[config.mk]
export PLATFORM = sky130hd
export DESIGN_NAME = sha1km_cell
export DESIGN_NICKNAME = d
export VERILOG_FILES = /design/src/rtl/sha1km_pkg.sv /design/src/rtl/sha1km_cell.sv
export SDC_FILE = /design/constraint.sdc
export NUM_CORES = 1
export LEC_CHECK = 0
export ABC_AREA = 1
export BUFFER_PORTS_ARGS = -buffer_cell sky130_fd_sc_hd__buf_2
export CORE_AREA = 2 2 549 551
export CTS_BUF_LIST = sky130_fd_sc_hd__clkbuf_8
export DETAILED_ROUTE_END_ITERATION = 10
export DIE_AREA = 0 0 551 553
export RECOVER_POWER = 100
export SLEW_MARGIN = 0
export SYNTH_ARGS = -nofsm -noshare
export SYNTH_HDL_FRONTEND = slang
export SYNTH_SLANG_ARGS = --single-unit
[constraint.sdc]
create_clock -name clk -period 1.4 [get_ports clk]
set_clock_uncertainty 0.2 [all_clocks]
set_input_delay 0.35 -clock clk [delete_from_list [all_inputs] [get_ports clk]]
set_output_delay 0.35 -clock clk [all_outputs]
set_load 0.005 [all_outputs]
[src/rtl/sha1km_pkg.sv]
// ----------------------------------------------------------------------------
// sha1km_pkg
// Shared types, constants and character helpers for the serial key matcher.
// ----------------------------------------------------------------------------
package sha1km_pkg;

	localparam logic [1:0] REG_YEAR_DIGIT  = 2'd0;
	localparam logic [1:0] REG_MATCH_VALUE = 2'd1;
	localparam logic [1:0] REG_MATCH_LEN   = 2'd2;

	localparam logic [31:0] H0 = 32'h67452301;
	localparam logic [31:0] H1 = 32'hEFCDAB89;
	localparam logic [31:0] H2 = 32'h98BADCFE;
	localparam logic [31:0] H3 = 32'h10325476;
	localparam logic [31:0] H4 = 32'hC3D2E1F0;

	localparam logic [31:0] PAD_WORD = 32'h80000000;
	localparam logic [31:0] LEN_WORD = 32'd96;

	typedef struct packed {
		logic              valid;
		logic [31:0]       a;
		logic [31:0]       b;
		logic [31:0]       c;
		logic [31:0]       d;
		logic [31:0]       e;
		logic [15:0][31:0] win;
		logic [5:0]        week;
		logic [5:0]        sym_a;
		logic [5:0]        sym_b;
		logic [5:0]        sym_c;
	} stage_t;

	function automatic logic [31:0] round_k(input int round);
		logic [31:0] k;
		if (round < 20) begin
			k = 32'h5A827999;
		end else if (round < 40) begin
			k = 32'h6ED9EBA1;
		end else if (round < 60) begin
			k = 32'h8F1BBCDC;
		end else begin
			k = 32'hCA62C1D6;
		end
		return k;
	endfunction

	// 0-9A-Z; indices past the table fall back to '0'
	function automatic logic [7:0] sym_char(input logic [5:0] idx);
		logic [7:0] ch;
		if (idx < 6'd10) begin
			ch = 8'h30 + {2'b00, idx};
		end else if (idx < 6'd36) begin
			ch = 8'h41 + {2'b00, idx - 6'd10};
		end else begin
			ch = 8'h30;
		end
		return ch;
	endfunction

	function automatic logic [7:0] hex_char(input logic [3:0] nib);
		logic [7:0] ch;
		if (nib < 4'd10) begin
			ch = 8'h30 + {4'h0, nib};
		end else begin
			ch = 8'h37 + {4'h0, nib};
		end
		return ch;
	endfunction

	// tens digit of a value below 64 via reciprocal multiply
	function automatic logic [3:0] week_tens(input logic [5:0] week);
		logic [9:0] prod;
		prod = {4'h0, week} * 10'd13;
		return {1'b0, prod[9:7]};
	endfunction

	function automatic logic [3:0] week_units(input logic [5:0] week);
		logic [6:0] tens_x10;
		logic [6:0] diff;
		tens_x10 = {3'b000, week_tens(week)} * 7'd10;
		diff     = {1'b0, week} - tens_x10;
		return diff[3:0];
	endfunction

endpackage

[src/rtl/sha1km_cell.sv]
// ----------------------------------------------------------------------------
// sha1km_cell
// One SHA-1 round with its message schedule window, registered.
// ----------------------------------------------------------------------------
module sha1km_cell #(
	parameter int ROUND = 0
) (
	input  logic              clk,
	input  logic              arst_n,
	input  logic              en,
	input  sha1km_pkg::stage_t stage_in,
	output sha1km_pkg::stage_t stage_out
);

	logic               valid_q;
	sha1km_pkg::stage_t stage_q;
	sha1km_pkg::stage_t next;
	logic [31:0] f;
	logic [31:0] mix;
	logic [31:0] t;

	always_comb begin
		if (ROUND < 20) begin
			f = (stage_in.b & stage_in.c) | (~stage_in.b & stage_in.d);
		end else if (ROUND < 40 || ROUND >= 60) begin
			f = stage_in.b ^ stage_in.c ^ stage_in.d;
		end else begin
			f = (stage_in.b & stage_in.c) | (stage_in.b & stage_in.d) |
				(stage_in.c & stage_in.d);
		end
		t = {stage_in.a[26:0], stage_in.a[31:27]} + f + stage_in.e +
			sha1km_pkg::round_k(ROUND) + stage_in.win[0];
		mix = stage_in.win[13] ^ stage_in.win[8] ^ stage_in.win[2] ^ stage_in.win[0];

		next       = stage_in;
		next.a     = t;
		next.b     = stage_in.a;
		next.c     = {stage_in.b[1:0], stage_in.b[31:2]};
		next.d     = stage_in.c;
		next.e     = stage_in.d;
		next.win   = {{mix[30:0], mix[31]}, stage_in.win[15:1]};
	end

	always_ff @(posedge clk or negedge arst_n) begin
		if (!arst_n) begin
			valid_q <= 1'b0;
		end else if (en) begin
			valid_q <= stage_in.valid;
		end
	end

	always_ff @(posedge clk) begin
		if (en) begin
			stage_q <= next;
		end
	end

	always_comb begin
		stage_out       = stage_q;
		stage_out.valid = valid_q;
	end

endmodule

# Word-level counts from Yosys, hierarchy flattened

Index checks and enable logic that the tools add are counted.

Word-level logic and storage cells: 37
Output and inout bits: 697
Input port bits: 700
Flip-flop bits (word level): 697

Bitwise logic cells: 7
$add $sub $neg: 4

Operators with widths:

| operator               | number |
|---|---|
| $add 32x32->32         | 3 |
| $xor 32x32->32         | 3 |
| $and 32x32->32         | 2 |
| $add 32x31->32 const B | 1 |
| $not 32->32            | 1 |
| $or 32x32->32          | 1 |

# Logic depth before layout (Yosys ltp)

Gate-level depths: netlist of run 1.

Depth in word-level cells: 7
Mapped depth: 18
Gate-level depth less buffers: 18

# Worst setup path after synthesis of run 1

Ideal clock, no wire load.

Path kind: input port to flip-flop
From: in stage_in[25] (netlist bit)
To: reg stage_q (netlist bit stage_out[693]), data pin
Stages on the path: 16
Data required time: 0.948 ns
Library setup time: 0.252 ns
Path buffers: 0
Slack: -2.033 ns
Arrival: 2.980 ns
Cell sequence: inv_1 > fa_1 > fa_1 > inv_1 > ha_1 > ha_1 > inv_1 > fa_1 > inv_1 > nand3_1 > nand3_1 > nand3_1 > nand3_1 > nand2_1 > nand3_1 > nand2_1

Longest elaborated chain between the ends: 1

RTL lines:

| item                 | RTL line          | text |
|---|---|---|
| from (decl)          | sha1km_cell.sv:11 | `input sha1km_pkg::stage_t stage_in,` |
| $add 32x32->32       | sha1km_cell.sv:32 | `sha1km_pkg::round_k(ROUND) + stage_in.win[0];` |
| named net t[29]      | sha1km_cell.sv:20 | `logic [31:0] t;` |
| to (signal assigned) | sha1km_cell.sv:54 | `stage_q <= next;` |
| to (decl)            | sha1km_cell.sv:16 | `sha1km_pkg::stage_t stage_q;` |

The timed path passes the listed nets, and every way through them passes these cells.
A chain may end at the register's enable or synchronous reset.

# Worst setup path after layout of run 1

From: in stage_in[693] (netlist bit)
To: reg stage_q (netlist bit stage_out[677]), data pin

Longest elaborated chain between the ends: 4

RTL lines:

| item                        | RTL line          | text |
|---|---|---|
| $add 32x32->32 (2 in a row) | sha1km_cell.sv:31 | `t = {stage_in.a[26:0], stage_in.a[31:27]} + f + stage_in.e +` |
| $add 32x31->32              | sha1km_cell.sv:31 |  |
| $add 32x32->32              | sha1km_cell.sv:32 |  |
| named net t[13]             | sha1km_cell.sv:20 |  |

The timed path passes the listed nets, and every way through them passes these cells.

==> run metrics, run 1 <==
status finished with violations; failing checks negative setup slack; synthesis-to-finish area growth 126%; Routed WL per cell approximately 26 µm; Switching Fraction 0.341; Least-Margin Pin Slew 0.707 ns; Net Sw Power approximately 26000 µW; initial antenna violation count 143; met3 routed wirelength 34900 µm; Max Clk Rate approximately 0.36 GHz; Synth Net Count roughly 2400; dpl ws -2.46 ns; WL met1 slightly above 80000 µm; Setup crit start kind primary input; Clock Path Buffers 4; Yosys warning count 0; fin util 0.203; global-route wire length before repair 283000 µm; Synth Area in XOR/XNOR 0.0376; DR vias approximately 27000; Netlist Area Pre-Place around 27000 µm²; Slew Limit Fails 0; largest family of logic cells by synthesized area adder cells; # port buffers 1396; Compound-Gate Fraction of Synth Area 0.00565; Core Region approximately 300000 µm²; Clock Power Share 0.299; Final Hold Vio Count 0; Reg area ~21000 µm²; CTS Buf Count 149; final net count 5474; width of the die between 500 and 600 µm; hold crit path type in2reg; CP max FO 6; clk_lat worst skew 0.89 ns; clock slew at reported path FFs 0.06 ns; worst setup margin -1.34 ns; final period utilization 1.96; Worst Setup Path Type in2reg; vias in the first global route approximately 29000; die area around 300000 µm²; Worst EP required roughly 1.8 ns; Tmin final ~2.7 ns; Max VDD drop between 800 and 900 µV; Seq/Total Area, Yosys 0.780; TritonCTS clock tree yes; post-synthesis simple-gate area fraction 0.0497; gr usage total 0.143; r2r endpoint valid_q$_DFFE_PN0P_; Synth Area per Inst approximately 17 µm²; flop and latch count out of synthesis between 600 and 700; Pint roughly 50000 µW; post-synthesis mux area share 0.0130; critical path arrival 3.16 ns; Slew HR 0.515; critical path endpoint stage_out[677]$_DFFE_PP_; Routed Antenna Nets 0; adder-cell share of the synthesized area 0.0749; drt total wl about 230000 µm; Netlist cell types 31; combinational share of power 0.355; Pwr Density between 1000 and 1500 nW/µm²; H-tree depth reported by CTS 4; static leakage around 0.025 µW; placed cells approximately 7200; maxcap violations 0; Die Y about 550 µm; commonest non-fill, non-tap cell in the layout dlygate4sd3_1; Initial Utilization 0.0897; crit end category flip-flop; R2R Setup Slk 0.42 ns; IO Count 1397; routability-driven placement congestion ratio between 1 and 1.5; endpoints failing setup 1384; met2 routed WL around 100000 µm; Placed Instance Area approximately 42000 µm²; Clock Sinks 697; part of the power in registers 0.345; cell count after synthesis roughly 1600; largest net degree at the start of global routing 51; CTS root buffer clkbuf_8; Initial DRC Count around 1900; Final Instance Area 60500 µm²; grt total ovfl 0; Via density 3.06; worst reg2reg path startpoint valid_q$_DFFE_PN0P_; area occupied by multi-input gates 6430 µm²; TritonRoute pass-1 iters 5; row count 201; top sig layer met5; Filler Cell Count approximately 32000; most frequent cells in the layout dlygate4sd3_1 (1237), buf_2 (842), edfxtp_1 (696), buf_6 (383), inv_1 (226); RSZ-0062 raised after global routing true; Critical Path Start stage_in[693]; DRC Markers 0; DP Wirelength 190000 µm; Layout Cells excl Fill between 8000 and 9000; FF-to-FF path depth 1; share of cells above drive strength 1 0.432
==> timing repair <==
| action | CTS | global route |
|---|---|---|
| setup endpoints to repair | 728 | 728 |
| hold buffers | 1237 | 0 |
| pin swaps | 109 | 101 |
| hold endpoints to repair | 1365 | 0 |
| resized for setup | 861 | 214 |
| buffers inserted | 12 | 13 |
==> stage by stage <==
stage                     hold slack (ns)  setup TNS [ns]  power, µW
after floorplan                    -0.146          -50.42      33800
after global placement            -0.0715         -203.06      47000
after detailed placement          -0.0667         -206.86      46900
after CTS                         -0.0716         -552.42      77200
after global routing               0.0118         -657.67      82000
final                              0.0891         -531.11      77700
==> registers in the layout, summed over array words and instances (netlist names) <==
signal / count
valid_q: 1
stage_out: 696
==> worst min-delay path by stage <==
stage	cells past startpoint	slack (ns)	to	start
2_1_floorplan	0	-0.15	valid_q$_DFFE_PN0P_	arst_n
3_3_place_gp	1	-0.07	valid_q$_DFFE_PN0P_	arst_n
3_5_place_dp	1	-0.07	valid_q$_DFFE_PN0P_	arst_n
4_1_cts	6	-0.07	stage_out[664]$_DFFE_PP_	stage_in[536]
5_1_grt	6	0.01	stage_out[664]$_DFFE_PP_	stage_in[536]
6_report	6	0.09	stage_out[664]$_DFFE_PP_	stage_in[536]
==> Yosys cell counts <==
cell / instances / share of area
a21o_1: 1 / 0.00028
a21oi_1: 20 / 0.0037
a21oi_2: 1 / 0.00033
and2_1: 2 / 0.00047
and3_1: 1 / 0.00023
buf_4: 1 / 0.00028
dfrtp_1: 1 / 0.00093
edfxtp_1: 696 / 0.78
fa_1: 61 / 0.046
ha_1: 63 / 0.029
inv_1: 269 / 0.038
inv_2: 6 / 0.00084
mux2_2: 23 / 0.0097
mux2i_1: 9 / 0.0034
nand2_1: 210 / 0.029
nand2_2: 18 / 0.0042
nand2_4: 1 / 0.00042
nand3_1: 24 / 0.0045
nand3_2: 2 / 0.00075
nand4_1: 4 / 0.00093
nor2_1: 29 / 0.0041
nor2_2: 9 / 0.0021
nor2_4: 1 / 0.00042
nor3_1: 4 / 0.00075
nor3_2: 1 / 0.00037
nor3_4: 1 / 0.00061
nor3b_2: 1 / 0.00047
o21ai_0: 4 / 0.00075
o21bai_1: 2 / 0.00056
xnor2_1: 67 / 0.022
xor2_1: 48 / 0.016
==> power by group through the flow <==
stage	Combinational, µW	Sequential [µW]	Clock [µW]
floorplan	6900	26900	0
global placement	20100	26900	0
detailed placement	20000	26900	0
CTS	26000	26800	24300
global route	29900	27000	25000
finish	27600	26800	23200
==> routing by layer <==
layer,vias up,track usage
met1,13100,0.150
met2,1605,0.221
met3,444,0.0932
li1,11700,-
met5,-,0
met4,28,0.0668
==> cell families after synthesis <==
| family | Yosys count |
|---|---|
| AO/OA/AOI/OAI | 28 |
| XOR/XNOR | 115 |
| adder cells (fa/ha/maj) | 124 |
| buffers and inverters | 276 |
| flip-flops | 697 |
| multiplexers | 32 |
| AND/OR/NAND/NOR | 308 |
==> critical path, stage by stage <==
cell and delay, ns:
buf_8 0.08, inv_4 0.03, fa_2 0.57, inv_2 0.05, fa_2 0.36, fa_2 0.56, buf_12 0.13, ha_4 0.25
buf_6 0.14, nand3_4 0.05, nand3_4 0.10, nand3_4 0.09, nand3_4 0.11, buf_6 0.14, xor2_2 0.15
==> area by class of cell <==
type                    instances  share of cell area
inverters                     275              0.0184
clock inverters               114              0.0145
well taps                    3958              0.0818
diodes                         66             0.00273
flip-flops and latches        697               0.346
clock buffers                 150              0.0341
repair buffers               2920               0.396
multi-input cells             607               0.106
Note: power is estimated with default switching activity, not from simulation.
==> inputs of run 2 (changes only) <==
==> constraint.sdc (replaced) <==
create_clock -name clk -period 1.4 [get_ports clk]
set_clock_uncertainty 0.2 [all_clocks]
set_input_delay 0.28 -clock clk [delete_from_list [all_inputs] [get_ports clk]]
set_output_delay 0.28 -clock clk [all_outputs]
set_load 0.005 [all_outputs]
==> run metrics, run 2 (synthesis gave the netlist of run 1 again) <==
status finished with violations; failing checks negative setup slack; Critical Path Start stage_in[675]; # port buffers 1396 (unchanged); Setup crit start kind primary input; clk_lat worst skew 0.89 ns (about the same); global-route wire length before repair 286000 µm (+1.3%); routability-driven placement congestion ratio 1.02 (-1.1%); Routed Antenna Nets 0 (unchanged); Final Hold Vio Count 0 (unchanged); Initial Utilization 0.0897 (unchanged); TritonCTS clock tree yes; Max VDD drop 652 µV (-19%); R2R Setup Slk 0.42 ns (about the same); Clock Path Buffers 4 (unchanged); Initial DRC Count 1816 (-4.2%); worst stage delay on the critical path 0.59 ns (+0.02 ns); H-tree depth reported by CTS 4 (unchanged); CP max FO 4 (-2); commonest non-fill, non-tap cell in the layout dlygate4sd3_1; Worst path top cell family by delay adder cells; critical path, cell by cell buf_8, inv_4, fa_2, buf_12, inv_4, fa_2, fa_1, ha_4, nand2_4, nor2_4, inv_2, nor2_4, nand4_1, nand4_1, nand2_1; largest net degree at the start of global routing 40 (-22%); Via density 3.06 (+0.15%); Slew Limit Fails 0 (unchanged); Max Clk Rate 0.375 GHz (+2.7%); r2r endpoint valid_q$_DFFE_PN0P_; DRC Markers 0 (unchanged); worst reg2reg path startpoint valid_q$_DFFE_PN0P_; Pwr Density 1270 nW/µm² (-0.83%); gr usage total 0.144 (+0.00121); Reg area 20900 µm² (unchanged); row count 201 (unchanged); die area 305000 µm² (unchanged); DP Wirelength 190000 µm (+0.37%); static leakage 0.0249 µW (+0.59%); final net count 5517 (+0.79%); WP buf/inv 5 (-1); Core Region 299000 µm² (unchanged); CP max stage cell fa_2; maxcap violations 0 (unchanged); crit end category flip-flop; Die Y 553 µm (unchanged); share of cells above drive strength 1 0.417 (-0.0150); Tmin final 2.67 ns (-0.0726 ns); hold crit path type in2reg; TritonRoute pass-1 iters 5 (unchanged); CTS Hold Bufs 1288 (+4.1%); vias in the first global route 28900 (+1.0%); CTS root buffer clkbuf_8; IO Count 1397 (unchanged); Routed WL per cell 25.8 µm (about the same); synthesis-to-finish area growth 127%; Worst Setup Path Type in2reg; RSZ-0062 raised after global routing true; most frequent cells in the layout dlygate4sd3_1 (1288), buf_2 (853), edfxtp_1 (696), buf_6 (386), inv_1 (242); Worst EP required 1.82 ns (about the same); Filler Cell Count 32200 (-0.19%); grt total ovfl 0 (unchanged); area occupied by multi-input gates 6170 µm² (-4.1%); Slew HR 0.404 (-0.112); Clock Sinks 697 (unchanged); setup_tns -605.74 ns (-74.63 ns); drt total wl 228000 µm (+0.55%); Largest register FFs 696 (unchanged); FF-to-FF path depth 1 (unchanged); clock slew at reported path FFs 0.06 ns (about the same); critical path endpoint stage_out[683]$_DFFE_PP_; DR vias 27100 (+0.74%); worst setup margin -1.27 ns (+0.0726 ns); width of the die 551 µm (unchanged); dpl ws -2.47 ns (-0.0105 ns); endpoints failing setup 1425 (+3.0%); CTS Buf Count 148 (-0.67%); Least-Margin Pin Slew 0.894 ns (+0.188 ns); critical path arrival 3.09 ns (-0.07 ns); initial antenna violation count 145 (+1.4%); Crit path depth 15 (unchanged); final period utilization 1.91 (-0.0519)
[run 2: cell types whose count changed in the layout (fill, tap and decap cells not counted), moves of 12 or more]
cell / previous run / this run
nand2_1: 108 / 140
nand2_2: 70 / 50
inv_1: 226 / 242
dlygate4sd3_1: 1237 / 1288
inv_2: 57 / 39
diode_2: 66 / 78
clkbuf_1: 202 / 178
[run 2: layout make-up]
type,instances,area share
Sequential cell,697,0.344
Timing Repair Buffer,2964,0.403
Multi-Input combinational cell,607,0.101
Tap cell,3958,0.0814
Clock inverter,111,0.0149
Antenna cell,78,0.00321
Inverter,275,0.0183
Clock buffer,149,0.0337
[run 2: worst min path at each step]
stage                  start  slack [ns]                       end  cells past startpoint
4_1_cts        stage_in[536]       -0.13  stage_out[664]$_DFFE_PP_                      6
5_1_grt        stage_in[536]       -0.05  stage_out[664]$_DFFE_PP_                      6
6_report       stage_in[536]       0.005  stage_out[664]$_DFFE_PP_                      6
3_3_place_gp          arst_n       -0.14       valid_q$_DFFE_PN0P_                      1
3_5_place_dp          arst_n       -0.14       valid_q$_DFFE_PN0P_                      1
2_1_floorplan         arst_n       -0.22       valid_q$_DFFE_PN0P_                      0
[run 2: per-layer routing]
layer | GRT usage | vias up | routed length, µm
li1 | - | 11800 | -
met1 | 0.156 | 13200 | 84400
met2 | 0.224 | 1623 | 98300
met3 | 0.0877 | 446 | 33700
met4 | 0.0637 | 18 | 12000
met5 | 0 | - | 129
[run 2: power breakdown]
part	internal [µW]	switching, µW
combinational	12900	14100
clock	12600	11000
sequential	25700	1110
total	51200	26200
[run 2: per-stage QoR]
| stage | instance area (µm²) | util | hold WS, ns | std cells | total power [µW] |
|---|---|---|---|---|---|
| detailed placement | 41600 | 0.139 | -0.141 | 7201 | 46900 |
| CTS | 60200 | 0.202 | -0.135 | 8755 | 77600 |
| finish | 60800 | 0.204 | 0.00486 | 8839 | 77500 |
| global placement | 41600 | 0.139 | -0.143 | 7201 | 47000 |
| floorplan | 27300 | - | -0.216 | 1580 | 33800 |
| global route | 60800 | 0.203 | -0.0491 | 8818 | 81600 |
[run 2: timing repair]
action / 4_1_cts / 5_1_grt
hold endpoints to repair: 1366 / 1
pin swaps: 75 / 48
endpoints found under the setup margin: 728 / 730
setup buffers: 10 / 8
resized for setup: 842 / 170
==> inputs of run 3 (changes only) <==
==> constraint.sdc (replaced) <==
create_clock -name clk -period 1.4 [get_ports clk]
set_clock_uncertainty 0.2 [all_clocks]
set_input_delay 0.07 -clock clk [delete_from_list [all_inputs] [get_ports clk]]
set_output_delay 0.07 -clock clk [all_outputs]
set_load 0.005 [all_outputs]
==> run metrics, run 3 (synthesis gave the netlist of run 1 again) <==
Worst path top cell family by delay buffers and inverters; Placed Instance Area 41500 µm² (-0.25%); Filler Cell Count 32100 (-0.34%); Initial Utilization 0.0897 (unchanged); clock slew at reported path FFs 0.05 ns (about the same); commonest non-fill, non-tap cell in the layout dlygate4sd3_1; Least-Margin Pin Slew 0.881 ns (-0.0137 ns); Largest register FFs 696 (unchanged); width of the die 551 µm (unchanged); Clock Power Share 0.309 (+0.004); worst stage delay on the critical path 0.64 ns (+0.05 ns); CTS root buffer clkbuf_8; clk_lat worst skew 0.86 ns (-0.03 ns); Pint 52200 µW (+1.9%); Routed WL per cell 25.2 µm (-2.5%); Routed Antenna Nets 0 (unchanged); WP buf/inv 5 (unchanged); most frequent cells in the layout dlygate4sd3_1 (1334), buf_2 (927), edfxtp_1 (696), buf_6 (373), inv_1 (231); Net Sw Power 26400 µW (+0.52%); IO Count 1397 (unchanged); Final Instance Area 61300 µm² (+0.86%); row count 201 (unchanged); Clock Path Buffers 4 (unchanged); Slew Limit Fails 0 (unchanged); synthesis-to-finish area growth 129%; Die Y 553 µm (unchanged); part of the power in registers 0.341 (-0.005); Max VDD drop 669 µV (+2.5%); critical path, cell by cell buf_2, dlygate4sd3_1, mux2_2, fa_2, ha_4, buf_6, nand2_4, inv_4, a21oi_4, buf_6, nor2_2, nor2_1, nand2_1, xor2_1; placed cells 7197 (-0.056%); TritonCTS clock tree yes; Setup crit start kind primary input; initial antenna violation count 131 (-9.7%); routability-driven placement congestion ratio 1.02 (-0.19%); Worst Setup Path Type in2reg; Initial DRC Count 1738 (-4.3%); critical path arrival 2.91 ns (-0.18 ns); final net count 5570 (+0.96%); final period utilization 1.78 (-0.124); crit end category flip-flop; dpl ws -2.40 ns (+0.0700 ns); Crit path top cell by count buf_6; drt total wl 224000 µm (-2.0%); Clock Sinks 697 (unchanged); vias in the first global route 29500 (+2.1%); CP max stage cell fa_2; DRC Markers 0 (unchanged); CTS Buf Count 149 (+0.68%); Tmin final 2.50 ns (-0.174 ns); Layout Cells excl Fill 8889 (+0.57%); Power, Total 78500 µW (+1.4%); Pwr Density 1280 nW/µm² (+0.54%); Final Hold Vio Count 0 (unchanged); Switching Fraction 0.336 (-0.00294); CP max FO 4 (unchanged); endpoints failing setup 1404 (-1.5%); Via density 3.08 (+0.46%); worst setup margin -1.10 ns (+0.174 ns); gr usage total 0.141 (-0.00321); H-tree depth reported by CTS 4 (unchanged); DP Wirelength 184000 µm (-3.2%); failing checks negative setup slack; grt total ovfl 0 (unchanged); DR vias 27300 (+1.0%); hold crit path type in2reg; global-route wire length before repair 282000 µm (-1.6%); TritonRoute pass-1 iters 6 (+1); Max Clk Rate 0.401 GHz (+7.0%); maxcap violations 0 (unchanged); combinational share of power 0.350 (+0.002); share of cells above drive strength 1 0.429 (+0.0122); Core Region 299000 µm² (unchanged); status finished with violations; # port buffers 1396 (unchanged); die area 305000 µm² (unchanged); static leakage 0.0253 µW (+1.6%); RSZ-0062 raised after global routing true; Worst EP required 1.81 ns (about the same); Slew HR 0.413 (+0.00912); largest net degree at the start of global routing 49 (+23%)
[run 3: changes by cell type in the layout (fill, tap and decap cells not counted), moves of 5 or more]
cell           change
buf_6             -13
clkbuf_4           +6
buf_12             -9
clkinv_2           +6
buf_2             +74
clkinvlp_4         -5
dlygate4sd3_1     +46
nor2_1             -7
inv_1             -11
nand2_1            -9
nor2_2             +6
clkbuf_1          -49
clkinv_1           -5
inv_2             +11
[run 3: path summary, 6_finish.rpt]
| path | startpoint | to | slack (ns) | depth (start not counted) |
|---|---|---|---|---|
| worst max-delay path | stage_in[643] | stage_out[681]$_DFFE_PP_ | -1.10 | 14 |
| worst min-delay path | stage_in[536] | stage_out[665]$_DFFE_PP_ | 0.04 | 7 |
| worst max register to register | valid_q$_DFFE_PN0P_ | valid_q$_DFFE_PN0P_ | 0.44 | 1 |
| worst min register to register | valid_q$_DFFE_PN0P_ | valid_q$_DFFE_PN0P_ | 0.33 | 1 |
| max in group asynchronous | arst_n | valid_q$_DFFE_PN0P_ | 0.45 | 4 |
| min in group asynchronous | arst_n | valid_q$_DFFE_PN0P_ | 0.45 | 4 |
[run 3: layer usage]
metal | track usage | share of wire
met4 | 0.0701 | 0.054
met2 | 0.221 | 0.44
met1 | 0.149 | 0.36
met5 | 0 | 0.00017
met3 | 0.0829 | 0.14
[run 3: cell type report]
type | instances | area (µm²) | area share
clock inverter | 110 | 993 | 0.0162
sequential | 697 | 20900 | 0.341
tap | 3958 | 4950 | 0.0807
timing repair buffer | 3016 | 24900 | 0.405
inverter | 275 | 1090 | 0.0178
antenna | 76 | 190 | 0.00310
multi-input combinational | 607 | 6250 | 0.102
clock buffer | 150 | 2060 | 0.0337
[run 3: what timing repair did]
action                                  in CTS  in global routing
endpoints found under the setup margin     727                729
endpoints found under the hold margin     1385                  9
resized for setup                          814                186
pin swaps                                   66                 92
buffers inserted                            13                 17
hold buffers                              1322                 14
[run 3: power groups by stage]
stage                     Clock [µW]  Combinational (µW)  Sequential, µW
after floorplan                    0                6880           26900
after global routing           26000               29700           27000
after detailed placement           0               19500           26900
after global placement             0               19600           26900
final                          24300               27400           26800
after CTS                      25200               26100           26800
[run 3: through the flow]
| stage | hold slack, ns | util | setup TNS (ns) |
|---|---|---|---|
| 2_1_floorplan | -0.426 | - | -41.62 |
| 3_3_place_gp | -0.352 | 0.139 | -63.08 |
| 3_5_place_dp | -0.353 | 0.139 | -62.74 |
| 4_1_cts | -0.985 | 0.202 | -344.10 |
| 5_1_grt | 0.0131 | 0.205 | -417.37 |
| 6_report | 0.0429 | 0.205 | -334.19 |
